**src/rtl/obd_pid_reply_decoder_defines.svh**
```systemverilog
// Assertion macros used by the parser and top-level reply decoder RTL files.
`ifndef OBD_PID_REPLY_DECODER_DEFINES_SVH
`define OBD_PID_REPLY_DECODER_DEFINES_SVH

`ifndef SYNTHESIS
// Property that must hold at every clock edge outside reset
`define OBD_ASSERT(label, clk, rst, prop) \
   label: assert property (@(posedge clk) disable iff (rst) prop) \
      else $error("obd_prd: property violated");
// Condition that must never be seen outside reset
`define OBD_ASSERT_NEVER(label, clk, rst, expr) \
   label: assert property (@(posedge clk) disable iff (rst) !(expr)) \
      else $error("obd_prd: forbidden condition seen");
`else
`define OBD_ASSERT(label, clk, rst, prop)
`define OBD_ASSERT_NEVER(label, clk, rst, expr)
`endif

`endif

```
**src/rtl/obd_prd_pkg.sv**
```systemverilog
// Shared constants, codes and types of the PID reply decoder.
`default_nettype none
package obd_prd_pkg;

   // Sizing
   localparam int LINE_BYTES = 24;
   localparam int MAX_DATA   = 8;
   localparam int LBC_W      = $clog2(LINE_BYTES + 1);
   localparam int MC_W       = $clog2(MAX_DATA + 1);
   localparam int VAL_W      = 23;

   // Result status codes
   localparam logic [1:0] ST_OK        = 2'd0;
   localparam logic [1:0] ST_NO_MATCH  = 2'd1;
   localparam logic [1:0] ST_TOO_SHORT = 2'd2;
   localparam logic [1:0] ST_NO_FORMULA = 2'd3;

   // Positive reply header for mode 01
   localparam logic [7:0] RSP_MODE01 = 8'h41;

   // PIDs with a known formula
   localparam logic [7:0] PID_LOAD     = 8'h04;
   localparam logic [7:0] PID_COOLANT  = 8'h05;
   localparam logic [7:0] PID_RPM      = 8'h0C;
   localparam logic [7:0] PID_SPEED    = 8'h0D;
   localparam logic [7:0] PID_IAT      = 8'h0F;
   localparam logic [7:0] PID_MAF      = 8'h10;
   localparam logic [7:0] PID_THROTTLE = 8'h11;
   localparam logic [7:0] PID_FUEL     = 8'h2F;
   localparam logic [7:0] PID_VOLTAGE  = 8'h42;
   localparam logic [7:0] PID_AMBIENT  = 8'h46;
   localparam logic [7:0] PID_OIL      = 8'h5C;

   // Match summary handed from the line parser to the scaler
   typedef struct packed {
      logic       found;
      logic [3:0] count;
      logic [7:0] byte_a;
      logic [7:0] byte_b;
      logic [7:0] pid;
   } match_type;

endpackage
`default_nettype wire

```
**src/rtl/obd_prd_parse.sv**
```systemverilog
// Character parser: hex pairing, line framing and header match.
`default_nettype none
`include "obd_pid_reply_decoder_defines.svh"
module obd_prd_parse (
   input  wire logic                   clock,
   input  wire logic                   reset,
   input  wire logic                   step,
   input  wire logic [7:0]             reply_char,
   input  wire logic [7:0]             wanted_pid,
   input  wire logic                   end_of_reply,
   output obd_prd_pkg::match_type      fin_data
);
   import obd_prd_pkg::*;

   localparam logic [7:0] CH_BAR = 8'h7C;
   localparam logic [7:0] CH_CR  = 8'h0D;
   localparam logic [7:0] CH_LF  = 8'h0A;

   // Line state
   logic [3:0]       hn_ff, hn_in;
   logic             np_ff, np_in;
   logic [LBC_W-1:0] lbc_ff, lbc_in;
   logic [7:0]       hdr_ff [2];
   logic [7:0]       hdr_in [2];
   logic [7:0]       dat_ff [2];
   logic [7:0]       dat_in [2];
   // Held match
   logic             mf_ff, mf_in;
   logic [MC_W-1:0]  mc_ff, mc_in;
   logic [7:0]       mb_ff [2];
   logic [7:0]       mb_in [2];

   logic             is_term;
   logic             is_dig;
   logic [3:0]       dig_val;
   logic [7:0]       byte_v;
   logic [LBC_W-1:0] n_bytes;

   // Hex digit decode
   always_comb begin
      is_dig  = 1'b1;
      dig_val = 4'd0;
      if (reply_char inside {[8'h30:8'h39]}) begin
         dig_val = reply_char[3:0];
      end else if (reply_char inside {[8'h61:8'h66], [8'h41:8'h46]}) begin
         dig_val = reply_char[3:0] + 4'd9;
      end else begin
         is_dig = 1'b0;
      end
   end

   assign is_term = (reply_char == CH_BAR) || (reply_char == CH_CR) || (reply_char == CH_LF);
   assign byte_v  = {hn_ff, dig_val};

   // One character: digit or terminator, then a closing pass on the final beat
   always_comb begin
      hn_in   = hn_ff;
      np_in   = np_ff;
      lbc_in  = lbc_ff;
      hdr_in  = hdr_ff;
      dat_in  = dat_ff;
      mf_in   = mf_ff;
      mc_in   = mc_ff;
      mb_in   = mb_ff;
      n_bytes = '0;
      fin_data = '0;
      if (step) begin
         // pack digits, ignoring those past a full line
         if (!is_term && is_dig && int'(lbc_ff) < LINE_BYTES) begin
            if (!np_ff) begin
               hn_in = dig_val;
               np_in = 1'b1;
            end else begin
               np_in = 1'b0;
               if (int'(lbc_ff) < 2) begin
                  hdr_in[lbc_ff[0]] = byte_v;
               end else if (int'(lbc_ff) < 4) begin
                  dat_in[lbc_ff[0]] = byte_v;
               end
               lbc_in = lbc_ff + 1'b1;
            end
         end
         // close the line; first matching line wins
         if (is_term || end_of_reply) begin
            if (!mf_in && int'(lbc_in) >= 3 && hdr_in[0] == RSP_MODE01 &&
                hdr_in[1] == wanted_pid) begin
               n_bytes  = lbc_in - LBC_W'(2);
               mf_in    = 1'b1;
               mc_in    = (int'(n_bytes) < MAX_DATA) ? MC_W'(n_bytes) : MC_W'(MAX_DATA);
               mb_in[0] = dat_in[0];
               mb_in[1] = (int'(n_bytes) >= 2) ? dat_in[1] : 8'd0;
            end
            lbc_in = '0;
            np_in  = 1'b0;
            hn_in  = '0;
            hdr_in = '{default: 8'd0};
            dat_in = '{default: 8'd0};
         end
         // summary of the reply, meaningful on the final beat
         fin_data.found  = mf_in;
         fin_data.count  = (int'(mc_in) > 15) ? 4'd15 : 4'(mc_in);
         fin_data.byte_a = mb_in[0];
         fin_data.byte_b = mb_in[1];
         fin_data.pid    = wanted_pid;
         // a new reply starts from scratch
         if (end_of_reply) begin
            mf_in = 1'b0;
            mc_in = '0;
            mb_in = '{default: 8'd0};
         end
      end
   end

   always_ff @(posedge clock) begin
      if (reset) begin
         hn_ff  <= '0;
         np_ff  <= 1'b0;
         lbc_ff <= '0;
         hdr_ff <= '{default: 8'd0};
         dat_ff <= '{default: 8'd0};
         mf_ff  <= 1'b0;
         mc_ff  <= '0;
         mb_ff  <= '{default: 8'd0};
      end else begin
         hn_ff  <= hn_in;
         np_ff  <= np_in;
         lbc_ff <= lbc_in;
         hdr_ff <= hdr_in;
         dat_ff <= dat_in;
         mf_ff  <= mf_in;
         mc_ff  <= mc_in;
         mb_ff  <= mb_in;
      end
   end

   `OBD_ASSERT_NEVER(a_line_overfill, clock, reset, int'(lbc_ff) > LINE_BYTES)
   `OBD_ASSERT_NEVER(a_count_over_cap, clock, reset, int'(mc_ff) > MAX_DATA)
   `OBD_ASSERT(a_clear_after_last, clock, reset, step && end_of_reply |=> !mf_ff && lbc_ff == '0)

endmodule
`default_nettype wire

```
**src/rtl/obd_prd_scale.sv**
```systemverilog
// PID formula scaling, status selection and the result register.
`default_nettype none
module obd_prd_scale (
   input  wire logic                   clock,
   input  wire logic                   reset,
   input  wire logic                   fin_valid,
   input  wire obd_prd_pkg::match_type fin_data,
   output logic                        fin_take,
   output logic                        rsp_valid,
   input  wire logic                   rsp_ready,
   output logic [1:0]                  rsp_status,
   output logic signed [obd_prd_pkg::VAL_W-1:0] rsp_value_q8,
   output logic [3:0]                  rsp_data_count,
   output logic [7:0]                  rsp_first_byte,
   output logic [7:0]                  rsp_second_byte
);
   import obd_prd_pkg::*;

   // Reciprocals: A*100/255 fraction, AB*64/25, AB*32/125
   localparam logic [22:0] PCT_RECIP  = 23'd6579400;
   localparam logic [22:0] MAF_RECIP  = 23'd5368710;
   localparam logic [21:0] VOLT_RECIP = 22'd2147484;

   logic              valid_ff;
   logic [1:0]        status_ff, status_in;
   logic [VAL_W-1:0]  value_ff, value_in;
   logic [3:0]        count_ff, count_in;
   logic [7:0]        a_ff, a_in;
   logic [7:0]        b_ff, b_in;

   logic [15:0]       ab;
   logic [30:0]       pct_prod;
   logic [38:0]       maf_prod;
   logic [37:0]       volt_prod;
   logic signed [8:0] temp_c;
   logic              two_byte;
   logic              known;
   logic [VAL_W-1:0]  formula;

   assign fin_take = fin_valid && (!valid_ff || rsp_ready);

   // Constant scaling, all three products side by side
   assign ab        = {fin_data.byte_a, fin_data.byte_b};
   assign pct_prod  = 31'(fin_data.byte_a) * 31'(PCT_RECIP);
   assign maf_prod  = 39'(ab) * 39'(MAF_RECIP);
   assign volt_prod = 38'(ab) * 38'(VOLT_RECIP);
   assign temp_c    = $signed({1'b0, fin_data.byte_a}) - 9'sd40;

   always_comb begin
      two_byte = 1'b0;
      known    = 1'b1;
      formula  = '0;
      case (fin_data.pid)
         PID_LOAD, PID_THROTTLE, PID_FUEL: begin
            formula = VAL_W'(fin_data.byte_a) * VAL_W'(100) + VAL_W'(pct_prod[30:24]);
         end
         PID_COOLANT, PID_IAT, PID_AMBIENT, PID_OIL: begin
            formula = {{(VAL_W - 17){temp_c[8]}}, temp_c, 8'd0};
         end
         PID_SPEED: begin
            formula = VAL_W'({fin_data.byte_a, 8'd0});
         end
         PID_RPM: begin
            two_byte = 1'b1;
            formula  = VAL_W'({ab, 6'd0});
         end
         PID_MAF: begin
            two_byte = 1'b1;
            formula  = VAL_W'(maf_prod[38:21]);
         end
         PID_VOLTAGE: begin
            two_byte = 1'b1;
            formula  = VAL_W'(volt_prod[37:23]);
         end
         default: begin
            known = 1'b0;
         end
      endcase
   end

   // Status and field masking
   always_comb begin
      status_in = ST_OK;
      value_in  = formula;
      count_in  = fin_data.count;
      a_in      = fin_data.byte_a;
      b_in      = fin_data.byte_b;
      if (!fin_data.found) begin
         status_in = ST_NO_MATCH;
         value_in  = '0;
         count_in  = '0;
         a_in      = '0;
         b_in      = '0;
      end else if (!known) begin
         status_in = ST_NO_FORMULA;
         value_in  = '0;
      end else if (two_byte && fin_data.count < 4'd2) begin
         status_in = ST_TOO_SHORT;
         value_in  = '0;
      end
   end

   // Result register
   always_ff @(posedge clock) begin
      if (reset) begin
         valid_ff <= 1'b0;
      end else if (fin_take) begin
         valid_ff <= 1'b1;
      end else if (rsp_ready) begin
         valid_ff <= 1'b0;
      end
   end

   always_ff @(posedge clock) begin
      if (fin_take) begin
         status_ff <= status_in;
         value_ff  <= value_in;
         count_ff  <= count_in;
         a_ff      <= a_in;
         b_ff      <= b_in;
      end
   end

   assign rsp_valid       = valid_ff;
   assign rsp_status      = status_ff;
   assign rsp_value_q8    = $signed(value_ff);
   assign rsp_data_count  = count_ff;
   assign rsp_first_byte  = a_ff;
   assign rsp_second_byte = b_ff;

endmodule
`default_nettype wire

```
**src/rtl/obd_pid_reply_decoder.sv**
```systemverilog
// On the final character the summary stage loads, then the result register takes it.
// Throughput: one character per cycle, but a final character stalls while the summary
// stage is full and not taken; the result register and the summary stage keep other
// characters flowing while a result waits. The per-character state update is a loop.
// Reset: synchronous, active high; clears handshake and parser state, not data registers.
// Top level of the mode 01 PID reply decoder.
`default_nettype none
`include "obd_pid_reply_decoder_defines.svh"
module obd_pid_reply_decoder (
   input  wire logic        clock,
   input  wire logic        reset,
   input  wire logic        req_valid,
   output logic             req_ready,
   input  wire logic [7:0]  req_reply_char,
   input  wire logic [7:0]  req_wanted_pid,
   input  wire logic        req_end_of_reply,
   output logic             rsp_valid,
   input  wire logic        rsp_ready,
   output logic [1:0]       rsp_status,
   output logic signed [obd_prd_pkg::VAL_W-1:0] rsp_value_q8,
   output logic [3:0]       rsp_data_count,
   output logic [7:0]       rsp_first_byte,
   output logic [7:0]       rsp_second_byte
);
   import obd_prd_pkg::*;

   // Input register
   logic       in_v_ff;
   logic [7:0] char_ff;
   logic [7:0] pid_ff;
   logic       last_ff;
   logic       in_go;

   // Summary stage between parser and scaler
   logic       fin_v_ff;
   match_type  fin_ff;
   match_type  fin_in;
   logic       fin_take;
   logic       fin_free;

   assign fin_free  = !fin_v_ff || fin_take;
   assign in_go     = in_v_ff && (!last_ff || fin_free);
   assign req_ready = !in_v_ff || in_go;

   always_ff @(posedge clock) begin
      if (reset) begin
         in_v_ff <= 1'b0;
      end else if (req_ready) begin
         in_v_ff <= req_valid;
      end
   end

   always_ff @(posedge clock) begin
      if (req_ready && req_valid) begin
         char_ff <= req_reply_char;
         pid_ff  <= req_wanted_pid;
         last_ff <= req_end_of_reply;
      end
   end

   obd_prd_parse u_parse (
      .clock        (clock),
      .reset        (reset),
      .step         (in_go),
      .reply_char   (char_ff),
      .wanted_pid   (pid_ff),
      .end_of_reply (last_ff),
      .fin_data     (fin_in)
   );

   // Summary beat, loaded on the final character
   always_ff @(posedge clock) begin
      if (reset) begin
         fin_v_ff <= 1'b0;
      end else if (in_go && last_ff) begin
         fin_v_ff <= 1'b1;
      end else if (fin_take) begin
         fin_v_ff <= 1'b0;
      end
   end

   always_ff @(posedge clock) begin
      if (in_go && last_ff) begin
         fin_ff <= fin_in;
      end
   end

   obd_prd_scale u_scale (
      .clock           (clock),
      .reset           (reset),
      .fin_valid       (fin_v_ff),
      .fin_data        (fin_ff),
      .fin_take        (fin_take),
      .rsp_valid       (rsp_valid),
      .rsp_ready       (rsp_ready),
      .rsp_status      (rsp_status),
      .rsp_value_q8    (rsp_value_q8),
      .rsp_data_count  (rsp_data_count),
      .rsp_first_byte  (rsp_first_byte),
      .rsp_second_byte (rsp_second_byte)
   );

   `OBD_ASSERT(a_fin_held, clock, reset, fin_v_ff && !fin_take |=> fin_v_ff && $stable(fin_ff))
   `OBD_ASSERT(a_no_match_zero, clock, reset, rsp_valid && rsp_status == ST_NO_MATCH |-> rsp_value_q8 == '0 && rsp_data_count == '0 && rsp_first_byte == '0 && rsp_second_byte == '0)
   `OBD_ASSERT(a_error_no_value, clock, reset, rsp_valid && rsp_status != ST_OK |-> rsp_value_q8 == '0)

endmodule
`default_nettype wire
```
**config.mk**
```make
export PLATFORM = sky130hd
export DESIGN_NAME = obd_pid_reply_decoder
export DESIGN_NICKNAME = d
export VERILOG_FILES = /design/src/rtl/obd_prd_pkg.sv /design/src/rtl/obd_prd_parse.sv /design/src/rtl/obd_prd_scale.sv /design/src/rtl/obd_pid_reply_decoder.sv
export VERILOG_INCLUDE_DIRS = /design/src /design/src/rtl
export SDC_FILE = /design/constraint.sdc
export NUM_CORES = 1
export LEC_CHECK = 0
export BUFFER_PORTS_ARGS = -buffer_cell sky130_fd_sc_hd__buf_2
export CAP_MARGIN = 20
export CORE_UTILIZATION = 58
export DETAILED_ROUTE_END_ITERATION = 16
export PLACE_DENSITY = 0.85
export SYNTH_ARGS = -nofsm -noshare
export SYNTH_HDL_FRONTEND = slang
export SYNTH_SLANG_ARGS = --single-unit
```
**constraint.sdc**
```tcl
create_clock -name clock -period 15.7 [get_ports clock]
set_input_delay 3.14 -clock clock [delete_from_list [all_inputs] [get_ports clock]]
set_output_delay 3.14 -clock clock [all_outputs]
set_load 0.1 [all_outputs]
```
==> impl_metrics.yaml <==
cells_and_area:
  num-fill-cells: 2514
  multi_input_area_um2: 13300
  drive_above_1_share: 0.0729
  ff_latch_area_um2: 4050
  syn2layout_area_growth_pct: 7.47
  nNetsFinal: 2571
  diodes: 0
  fin_area_um2: 20300
drt:
  dr_wl_met3_um: 3770
  drt_iter0_drc: 1434
  drt-met1-wl_um: 20600
  wl_met2_um: 24500
  top_layer_used: "met4"
  drt-total-wl_um: 51500
  drcViolationCount: 0
  antenna_left: 0
  wl_per_cell_um: 20.9
  dr.pass1.iters: 6
  vias: 14900
  via_per_inst: 6.04
worst_hold_path:
  hp-class: "reg2reg"
  min_from: "u_parse.mb_ff[7]"
clocking:
  clkTransAtPathRegs_ns: 0.07
  post-cts-setup-buffers: 0
  cts_hold_buf: 0
  ctsResizeCount: 0
  cts_buffers: 17
  htreeDepth: 4
  cts_tree: "built"
  cts.sinks: 157
  clockBufferDepth: 2
  insertion_delay_ns: 0.45
  cts-root-buf: "clkbuf_16"
logic_synthesis:
  synth_edf_count: 91
  ys_seq_elements: 157
  synth_nets: 2509
  syn_avg_cell_area_um2: 9.67
  ys_top_cells_by_area: "ha_1 (23%), fa_1 (19%), edfxtp_1 (14%)"
  synth_top_area_share: 0.231
  syn_inst: 1956
  synth-seq-area-share: 0.214
  async_flop_share: 0
  synth.cell_area_um2: 18900
  yosysTopAreaCell: "ha_1"
  yosysWarnings: 0
  synth-main-ff-cell: "edfxtp_1"
  ys_types: 76
floorplan:
  rows: 65
  die_y_um: 183
  io_pins: 68
  fp.coreArea_um2: 31800
  dieArea_um2: 33300
  initial_core_util: 0.595
  dieWidth_um: 183
timing:
  fin_skew_ns: 0.00875
  setup_viol: 0
  fin_crit_sh: 0.477
  fin_crit_ns: 7.49
  max_freq_mhz: 133
  finalMaxSlewViolations: 0
  hold_viol_final: 0
  relSlewSlack: 0.209
  tns_ns: 0
  tightest_slew_ns: 1.18
  rsz0062_at_grt: "no"
critical_path:
  arrival_ns: 7.65
  required_ns: 15.85
  end_kind: "flop"
  start_kind: "flop"
  startpoint: "fin_ff[11]"
  worstReg2RegStart: "fin_ff[11]"
  crit_type: "reg2reg"
  cp_max_fo: 11
pwr:
  p_per_area_nw_per_um2: 43.8
  power.leakage_uw: 0.0108
  ir_drop_mv: 0.0802
global_route:
  grt_antenna_before_repair: 2
  grt_pass1_wl_um: 81700
  grt_max_degree: 48
  grt_pass1_vias: 15200
  grtUsageTotal: 0.320
  grt_overflow_total: 0
run:
  drv_cap: 0
placement:
  gp_congestion: 1.01
  hpwl_um: 40800
  port_buffers: 67
  placedInstanceArea_um2: 19800
outcome:
  status: "finished clean"
## metrics by stage
step	util	std cells	worst slack, ns	hold WS, ns	power, uW
5_1_grt	0.639	2466	7.92	0.486	911
6_report	0.639	2466	8.21	0.469	890
4_1_cts	0.639	2466	8.38	0.469	892
3_3_place_gp	0.622	2434	8.48	0.444	498
3_5_place_dp	0.622	2434	8.43	0.448	499
2_1_floorplan	-	1956	8.22	0.432	487
## final cells by class
class	count	share of cell area
well taps	435	0.0268
inverters	370	0.0683
flip-flops and latches	157	0.199
clock inverters	12	0.00468
repair buffers	88	0.0242
clock buffers	20	0.0225
multi-input cells	1384	0.654
## cell families after synthesis
kind of cell,count (synthesis),synth area share
flip-flops,157,0.214
buffers and inverters,415,0.0838
adder cells (fa/ha/maj),532,0.424
AO/OA/AOI/OAI,347,0.124
multiplexers,31,0.0168
XOR/XNOR,57,0.0264
AND/OR/NAND/NOR,417,0.111
## critical path, cell delays in order, from the launching register on
cell	delay, ns
edfxtp_1	0.87
inv_1	0.22
fa_1	0.53
inv_1	0.09
fa_1	0.42
fa_1	0.48
fa_1	0.50
inv_1	0.06
fa_1	0.50
fa_1	0.54
inv_1	0.05
ha_1	0.33
a21oi_1	0.13
o21ai_0	0.11
a311oi_1	0.96
and3_1	0.31
a211oi_1	0.11
o31ai_1	0.40
xnor2_1	0.13
a222oi_1	0.36
nor2_1	0.09
## Yosys cell counts, types with 19 or more instances
library cell	count
xnor2_1	36
a21oi_1	76
nand2_1	83
and3_1	24
xor2_1	21
nand3_1	32
a22oi_1	39
dfxtp_1	66
ha_1	350
nor3_1	24
nor2_1	129
o21ai_0	60
fa_1	182
inv_1	370
edfxtp_1	91
and2_1	25
mux2i_1	25
o21a_1	19
clkbuf_1	37
nand2b_1	21
## registers in the layout, summed over array words and instances, names as in the netlist, 2 cells and up
register / count
u_scale.rsp_status: 2
char_ff: 8
u_parse.lbc_ff: 5
u_scale.rsp_second_byte: 8
u_parse.hdr_ff: 16
u_parse.hn_ff: 4
u_scale.rsp_data_count: 4
u_parse.dat_ff: 16
u_parse.mb_ff: 16
u_parse.mc_ff: 4
pid_ff: 8
u_scale.rsp_first_byte: 8
u_scale.rsp_value_q8: 23
fin_ff: 29
## power by group
part	switching [uW]	internal (uW)	total [uW]
combinational	33.6	10.6	44.2
clock	183	215	399
sequential	6.78	440	447
## cells in the final DEF (no fill, tap or decap), types with 8 or more instances in the layout
cell type / Yosys / final
inv_1: 370 / 370
and2_1: 25 / 25
and3_1: 24 / 24
o21a_1: 19 / 19
o21ai_0: 60 / 60
a22o_1: 15 / 15
a211oi_1: 12 / 12
a21o_1: 18 / 18
nand2_1: 83 / 83
fa_1: 182 / 182
a31oi_1: 15 / 15
nand2b_1: 21 / 21
buf_2: 4 / 67
nor2_1: 129 / 129
buf_4: 0 / 21
ha_1: 350 / 350
o21bai_1: 8 / 8
o2bb2ai_1: 8 / 8
xor2_1: 21 / 21
or2_2: 10 / 10
edfxtp_1: 91 / 91
clkbuf_16: 0 / 18
dfxtp_1: 66 / 66
nand3_1: 32 / 32
o211ai_1: 9 / 9
nor3_1: 24 / 24
xnor2_1: 36 / 36
mux2i_1: 25 / 25
a22oi_1: 39 / 39
nor2b_1: 17 / 16
a21oi_1: 76 / 76
nand4_1: 18 / 18
## worst paths after layout
kind | depth (start not counted) | slack [ns] | end
max | 20 | 8.21 | u_scale.rsp_value_q8[17]
min | 1 | 0.47 | u_parse.mb_ff[7]
max reg2reg | 20 | 8.21 | u_scale.rsp_value_q8[17]
min reg2reg | 1 | 0.47 | u_parse.mb_ff[7]
## layer usage
metal / global-route usage / vias to the layer above
li1: - / 6814
met1: 0.400 / 7244
met2: 0.542 / 675
met3: 0.0457 / 162
met4: 0.154 / 0
met5: 0 / -
(Power assumes the default switching activity.)
